===== src/hw/rtl/afm_pkg.sv =====
`default_nettype none

package afm_pkg;

    // Fixed field widths of the request and result channels
    localparam int OUT_W  = 32;
    localparam int ALPH_W = 9;
    localparam int SYM_W  = 8;

    localparam logic [ALPH_W-1:0] ALPH_RESET = 9'd256;

    // Request type codes
    localparam logic REQ_ENCODE = 1'b0;
    localparam logic REQ_LOOKUP = 1'b1;

    // What the scan unit looks for while walking the counts
    typedef enum logic [1:0] {
        SCAN_ENCODE,   // the requested symbol itself
        SCAN_LOOKUP,   // the seen symbol whose interval covers the target
        SCAN_RANK      // the unseen symbol whose rank equals the target
    } scan_mode_t;

    typedef struct packed {
        logic       start;   // clear accumulators for a new request
        logic       step;    // a count word is present this cycle
        scan_mode_t mode;
    } scan_ctrl_t;

endpackage

`default_nettype wire


===== src/hw/rtl/afm_scan_unit.sv =====
`default_nettype none

module afm_scan_unit
    import afm_pkg::*;
#(
    parameter int COUNT_BITS = 32,
    parameter int IW         = 9
) (
    input  wire logic                  aclk,
    input  wire scan_ctrl_t            ctrl,
    input  wire logic [IW-1:0]         idx,
    input  wire logic [COUNT_BITS-1:0] data,
    input  wire logic [IW-1:0]         target,
    input  wire logic [OUT_W-1:0]      cum,
    output logic                       hit,
    output logic [IW-1:0]              hit_idx,
    output logic [COUNT_BITS-1:0]      hit_low,
    output logic [COUNT_BITS-1:0]      hit_end,
    output logic [COUNT_BITS-1:0]      hit_cnt,
    output logic [IW-1:0]              hit_rank,
    output logic [IW-1:0]              zeros
);

    localparam int CW = (COUNT_BITS > OUT_W) ? COUNT_BITS : OUT_W;

    logic [COUNT_BITS-1:0] sum_reg;
    logic [IW-1:0]         zeros_reg;
    logic                  hit_reg;
    logic [COUNT_BITS-1:0] sum_plus;
    logic [CW-1:0]         cum_ext;
    logic [CW-1:0]         lo_ext;
    logic [CW-1:0]         hi_ext;
    logic                  match;

    // Shared adder and compare
    assign sum_plus = sum_reg + data;
    assign cum_ext  = CW'(cum);
    assign lo_ext   = CW'(sum_reg);
    assign hi_ext   = CW'(sum_plus);

    always_comb begin
        case (ctrl.mode)
            SCAN_ENCODE: match = (idx == target);
            SCAN_LOOKUP: match = (data != '0) && (cum_ext >= lo_ext) && (cum_ext < hi_ext);
            SCAN_RANK:   match = (data == '0) && (CW'(zeros_reg) == cum_ext);
            default:     match = 1'b0;
        endcase
    end

    // Running sum, zero count and first-match capture
    always_ff @(posedge aclk) begin
        if (ctrl.start) begin
            sum_reg   <= '0;
            zeros_reg <= '0;
            hit_reg   <= 1'b0;
        end else if (ctrl.step) begin
            sum_reg <= sum_plus;
            if (data == '0) begin
                zeros_reg <= zeros_reg + IW'(1);
            end
            if (match && !hit_reg) begin
                hit_reg  <= 1'b1;
                hit_idx  <= idx;
                hit_low  <= sum_reg;
                hit_end  <= sum_plus;
                hit_cnt  <= data;
                hit_rank <= zeros_reg;
            end
        end
    end

    assign hit   = hit_reg;
    assign zeros = zeros_reg;

endmodule

`default_nettype wire


===== config.mk =====
export PLATFORM = sky130hd
export DESIGN_NAME = afm_scan_unit
export DESIGN_NICKNAME = d
export VERILOG_FILES = /design/src/hw/rtl/afm_pkg.sv /design/src/hw/rtl/afm_scan_unit.sv
export SDC_FILE = /design/constraint.sdc
export NUM_CORES = 1
export LEC_CHECK = 0
export BUFFER_PORTS_ARGS = -buffer_cell sky130_fd_sc_hd__buf_2
export CAP_MARGIN = 15
export CORE_ASPECT_RATIO = 1.25
export CORE_MARGIN = 2
export CORE_UTILIZATION = 49
export CTS_CLUSTER_SIZE = 28
export DETAILED_ROUTE_END_ITERATION = 8
export PLACE_DENSITY = 0.82
export SETUP_SLACK_MARGIN = 0.3
export SLEW_MARGIN = 20
export SYNTH_ARGS = -nofsm -noshare
export SYNTH_HDL_FRONTEND = slang
export SYNTH_SLANG_ARGS = --single-unit

===== constraint.sdc =====
create_clock -name aclk -period 12.1 [get_ports aclk]
set_input_delay 0.605 -clock aclk [delete_from_list [all_inputs] [get_ports aclk]]
set_output_delay 0.605 -clock aclk [all_outputs]
set_load 0.02 [all_outputs]

# After elaboration in Yosys (flattened, before gate mapping)
# Cells that the tools add are included.
# totals
elab_cells	29
out_inout_bits	124
mem_count	0
ff_bits	156
ramBits	0
latch_bits	0
inputBits	87
romBits	0
# op_classes
bitwise_logic	1
addsub	2
shift	0
n_mux	1
eq_ne	4
magnitude_cmp	2
multipliers	0
n_div	0
reduce_logical	11
# op_table
operator	count
adder 32 bit	1
== test 9 x 32 -> 1 bit	1
>= comparator 32 bit	1
zero test 32 bit	1
less-than comparator 32 bit	1
nonzero test 32 bit	1
adder 9 x 1 -> 9 bit, second input constant	1
== test 9 bit	1
logical AND 1 bit	4
AND reduction 2 bit	2
one-hot mux 1 bit (3 select lines)	1
AND reduction 3 bit	1
== test 2 x 1 -> 1 bit, second input constant	1
== test 2 bit, second input constant	1
zero test 2 bit	1
zero test 1 bit	1
inverter 1 bit	1

# Logic depth before layout (Yosys ltp)
# logic_depth
ltp_word	6
mapped_depth	18
depth_no_buf	18

# Worst setup path before layout
# OpenSTA, ideal clock, no wires.
# synth_timing
kind	input -> register
start	input port data[0]
end	register hit_cnt[0] (enable)
setup_slack_ns	-0.900
path_stages	18
setup_ns	0.744
arrival_time_ns	12.256
required_time_ns	11.356
n_path_buf	0
cell_sequence	ha_1 -> fa_1 -> a211oi_2 -> o211ai_2 -> a2111oi_4 -> nor2_2 -> a311o_1 -> a2111oi_4 -> nor2_2 -> xnor2_1 -> ha_1 -> nand4_1 -> nor2_1 -> a2111oi_0 -> o2111ai_1 -> nor2_1 -> o211ai_1 -> o21ai_0
# synth_via
elab_chain_cells	6
word_cells_on_any_way	10
classes_between	1 x add/sub; 1 x order compare; 1 x mux; 7 x reduce/logical
# synth_rtl
item	line_no	source
start, declared	afm_scan_unit.sv:12	input wire logic [COUNT_BITS-1:0] data,
adder 32 bit or nonzero test 32 bit (tied branches)	afm_scan_unit.sv:36, afm_scan_unit.sv:44	
less-than comparator 32 bit or logical AND 1 bit (tied branches)	afm_scan_unit.sv:44	SCAN_LOOKUP: match = (data != '0) && (cum_ext >= lo_ext) && (cum_ext < hi_ext);
logical AND 1 bit	afm_scan_unit.sv:44	
one-hot mux 1 bit (3 select lines) *	afm_scan_unit.sv:42	case (ctrl.mode)
logical AND 1 bit *	afm_scan_unit.sv:61	if (match && !hit_reg) begin
AND reduction 3 bit (no line) *	--	
end signal, assigned	afm_scan_unit.sv:66	hit_cnt <= data;
end, declared	afm_scan_unit.sv:19	output logic [COUNT_BITS-1:0] hit_cnt,
# Mark *: on every way between the ends. The rest lies on a longest branch, timed or not.
# A chain may end at the register's enable or synchronous reset.

# Worst setup path in the final report
# layout_timing
start	register sum_reg[0] (netlist: lo_ext[0])
end	register hit_end[17] (enable)
# layout_via
elab_chain_cells	6
word_cells_on_any_way	8
classes_between	1 x add/sub; 2 x order compare; 1 x mux; 4 x reduce/logical
# layout_rtl
item	line_no	source
start, declared	afm_scan_unit.sv:26	logic [COUNT_BITS-1:0] sum_reg;
start signal, assigned	afm_scan_unit.sv:57	sum_reg <= sum_plus;
adder 32 bit or >= comparator 32 bit (tied branches)	afm_scan_unit.sv:36, afm_scan_unit.sv:44	
less-than comparator 32 bit or logical AND 1 bit (tied branches)	afm_scan_unit.sv:44	
logical AND 1 bit *	afm_scan_unit.sv:44	
one-hot mux 1 bit (3 select lines) *	afm_scan_unit.sv:42	
logical AND 1 bit *	afm_scan_unit.sv:61	
AND reduction 3 bit (no line) *	--	
end signal, assigned	afm_scan_unit.sv:65	hit_end <= sum_plus;
end, declared	afm_scan_unit.sv:18	output logic [COUNT_BITS-1:0] hit_end,
# Marks and branches as above.

==> impl_metrics.py <==
metrics = {
    "power": {
        "p_int_w": 0.00113,
        "p_switching_w": 0.000558,
        "power.leakage_nw": 4.49,
        "swShare_pct": 33.1,
        "sequentialPowerShare_pct": 38.5,
        "clockPowerShare_pct": 32.0,
        "powerDensity_mw_per_mm2": 160,
        "peakVddDrop_v": 0.0000961,
        "p_comb_share_pct": 29.5,
    },
    "cells_and_area": {
        "nets": 1163,
        "n_fill_cell": 1431,
        "multi_input_area_mm2": 0.00404,
        "drive_gt1_share_pct": 25.9,
        "final_core_util_pct": 60.6,
        "ff_latch_area_mm2": 0.00426,
        "area_growth_pct": 22.0,
    },
    "global_routing": {
        "antenna_found_initial": 0,
        "grt_pass1_vias": 6803,
        "grt_use_total_pct": 24.5,
        "overflow": 0,
        "grt_max_degree": 92,
        "grt_pass1_wl_um": 35000,
    },
    "synth": {
        "synthSimpleGateAreaFrac_pct": 11.1,
        "synthCells": 767,
        "yosysSeqAreaShare_pct": 49.5,
        "syn_area_per_cell_um2": 11.2,
        "synth_top_area_cell": "edfxtp_1",
        "ys_warn_count": 0,
        "syn_area_mm2": 0.00862,
        "synthTopCellsByArea": "edfxtp_1 (40%), ha_1 (14%), dfxtp_1 (9.8%), xnor2_1 (3.8%), inv_1 (3.0%)",
        "synth_fa_ha_area_share_pct": 14.0,
        "synth_xor_area_share_pct": 6.31,
        "synth_cell_types": 65,
        "synth_compound_area_share_pct": 12.7,
        "async_flop_share_pct": 0,
        "synth_nets": 950,
        "synth_mux_area_share_pct": 2.68,
        "synth_edf_count": 114,
        "synth_top_family_by_area": "adder cells",
        "yosys_register_bits": 156,
        "synth_flop_cell": "edfxtp_1",
        "synth_top_cell_area_share_pct": 39.7,
    },
    "timing": {
        "hold_viol_final": 0,
        "maxSlewHeadroom_pct": 38.8,
        "rsz0062_at_grt": "no",
        "setup_violations": 0,
        "holdWs_ns": 0.381,
        "skew_ns": 0.0120,
        "period_minus_slack_ns": 6.29,
        "setup_tns_ns": 0,
        "worst_slew_pin_slew_ns": 0.910,
        "post-route-period-util_pct": 52.0,
        "fmax_mhz": 159,
        "drv_slew": 0,
    },
    "floorplan": {
        "start_util_pct": 49.7,
        "die_h_um": 152,
        "coreArea_mm2": 0.0174,
        "rows": 54,
        "die_x_um": 123,
        "io_pins": 211,
        "dieArea_mm2": 0.0187,
    },
    "route": {
        "firstDrtPassIters": 5,
        "wl_per_cell_um": 18.4,
        "drc": 0,
        "routed_wl_um": 22500,
        "drtIter0Drc": 567,
        "detail-route-antenna-nets": 0,
        "drt-met1-wl_um": 8740,
        "met3_wirelength_um": 1500,
        "viasPerCell": 5.72,
        "vias": 6970,
        "wl_met2_um": 11300,
        "top_layer": "met4",
    },
    "critical_path": {
        "worst-r2r-setup-slack_ns": 5.81,
        "slowest_stage": "buf_6",
        "r2r_cells": 19,
        "crit_type": "flop to flop",
        "cp_slowest_stage_delay_ns": 0.68,
        "endpoint_kind": "flop",
        "worstPathMaxFanout": 91,
        "required_ns": 12.15,
        "crit_path_start_kind": "flop",
        "crit_chain": "ha_1 -> fa_1 -> a211oi_2 -> o211ai_2 -> a2111oi_4 -> nor2_2 -> a311o_1 -> a2111oi_4 -> nor2_2 -> xnor2_1 -> ha_1 -> nand4_1 -> nor2_1 -> a2111oi_0 -> o2111ai_1 -> nor2_1 -> o211ai_1 -> o21ai_4 -> buf_6",
        "crit_arrival_ns": 6.34,
    },
    "clocking": {
        "clk_transition_reported_paths_ns": 0.07,
        "post_cts_buffers": 0,
        "holdBufCountCts": 0,
        "cts_buffers": 17,
        "clockRootBuffer": "clkbuf_16",
        "clk_latency_ns": 0.43,
        "cts-htree-levels": 4,
        "clockBufferDepth": 2,
        "postCtsResizedCells": 0,
        "clkSinkCount": 156,
        "cts_tree": "done",
    },
    "placement": {
        "numPortBuffers": 210,
        "gp_congestion": 0.941,
        "dp_hpwl_um": 17000,
    },
    "worst_hold_path": {
        "min_delay_path_depth": 1,
        "min_path_type": "input port to flop",
    },
    "job": {
        "max-cap-violations": 0,
    },
    "run_status": {
        "outcome": "complete, no violations",
    },
}
synth_stat cells, types with 4 or more instances:
| library cell | n |
|---|---|
| nand2_1 | 34 |
| o21ai_0 | 23 |
| or3_1 | 7 |
| mux2i_1 | 22 |
| o31ai_1 | 4 |
| dfxtp_1 | 42 |
| xor2_1 | 20 |
| edfxtp_1 | 114 |
| a21oi_1 | 46 |
| o311ai_0 | 4 |
| o211ai_1 | 6 |
| o221ai_1 | 4 |
| buf_1 | 5 |
| nor3_1 | 10 |
| and3_1 | 5 |
| o22ai_1 | 4 |
| nor2_1 | 58 |
| nand3_1 | 8 |
| a21o_1 | 25 |
| a211oi_1 | 6 |
| nor2b_1 | 5 |
| clkbuf_1 | 14 |
| nand2b_1 | 6 |
| inv_1 | 68 |
| nand4_1 | 22 |
| a31oi_1 | 4 |
| nor4_1 | 15 |
| ha_1 | 95 |
| xnor2_1 | 37 |
metal layers:
metal / GRT usage [%] / vias up
met1: 29.2 / 3291
met5: 0 / -
li1: - / 3288
met2: 42.1 / 318
met4: 10.8 / 0
met3: 5.01 / 73
cell type report:
cell class | instances | area share [%]
flip-flops and latches | 156 | 40.5
multi-input cells | 524 | 38.4
repair buffers | 213 | 10.2
clock buffers | 18 | 4.28
well taps | 224 | 2.66
inverters | 68 | 2.43
clock inverters | 14 | 1.42
diodes | 1 | 0.0238
cells in the final DEF (no fill, tap or decap), types with 7 or more instances in the layout:
cell type,netlist,layout
nand4_1,22,22
buf_2,0,210
nor4_1,15,15
nor2_1,58,58
dfxtp_1,42,42
o21ai_0,23,22
edfxtp_1,114,114
inv_1,68,68
clkbuf_16,0,18
nand3_1,8,8
xnor2_1,37,37
or3_1,7,7
nand2_1,34,34
nor3_1,10,10
xor2_1,20,20
a21oi_1,46,46
a21o_1,25,25
mux2i_1,22,22
ha_1,95,95
power groups by stage:
stage | Sequential [W] | Clock, W | Combinational (W)
3_3_place_gp | 0.000658 | 0 | 0.000473
4_1_cts | 0.000648 | 0.000547 | 0.000493
5_1_grt | 0.000652 | 0.000570 | 0.000554
3_5_place_dp | 0.000659 | 0 | 0.000486
6_report | 0.000648 | 0.000539 | 0.000496
2_1_floorplan | 0.000667 | 0 | 0.000340
cells by family after synthesis:
family	after synthesis
flip-flops	156
XOR/XNOR	59
multiplexers	23
adder cells (fa/ha/maj)	96
buffers and inverters	87
AO/OA/AOI/OAI	158
AND/OR/NAND/NOR	188
worst paths after layout:
kind | from | to
worst max-delay path | lo_ext[0] | hit_end[17]
worst min-delay path | idx[7] | hit_idx[7]
worst max register to register | lo_ext[0] | hit_end[17]
worst min register to register | lo_ext[23] | hit_low[23]
per-stage QoR:
| step | total power [W] | area (um^2) | std cells | worst slack, ns |
|---|---|---|---|---|
| after floorplan | 0.00101 | 8620 | 767 | 2.18 |
| after global placement | 0.00113 | 9920 | 1185 | 5.37 |
| after detailed placement | 0.00114 | 9920 | 1185 | 5.18 |
| after CTS | 0.00169 | 10500 | 1217 | 5.53 |
| after global routing | 0.00178 | 10500 | 1217 | 5.35 |
| final | 0.00168 | 10500 | 1218 | 5.81 |
critical path, delay by kind of cell, from the launching register on:
| kind | cells | cell delay, ns |
|---|---|---|
| buf+inv | 1 | 0.68 |
| simple gates | 5 | 0.55 |
| flops | 1 | 0.35 |
| fa+ha+maj | 3 | 0.98 |
| compound gates | 9 | 3.11 |
| xor+xnor | 1 | 0.14 |
Power figures use the tool's default switching activity.
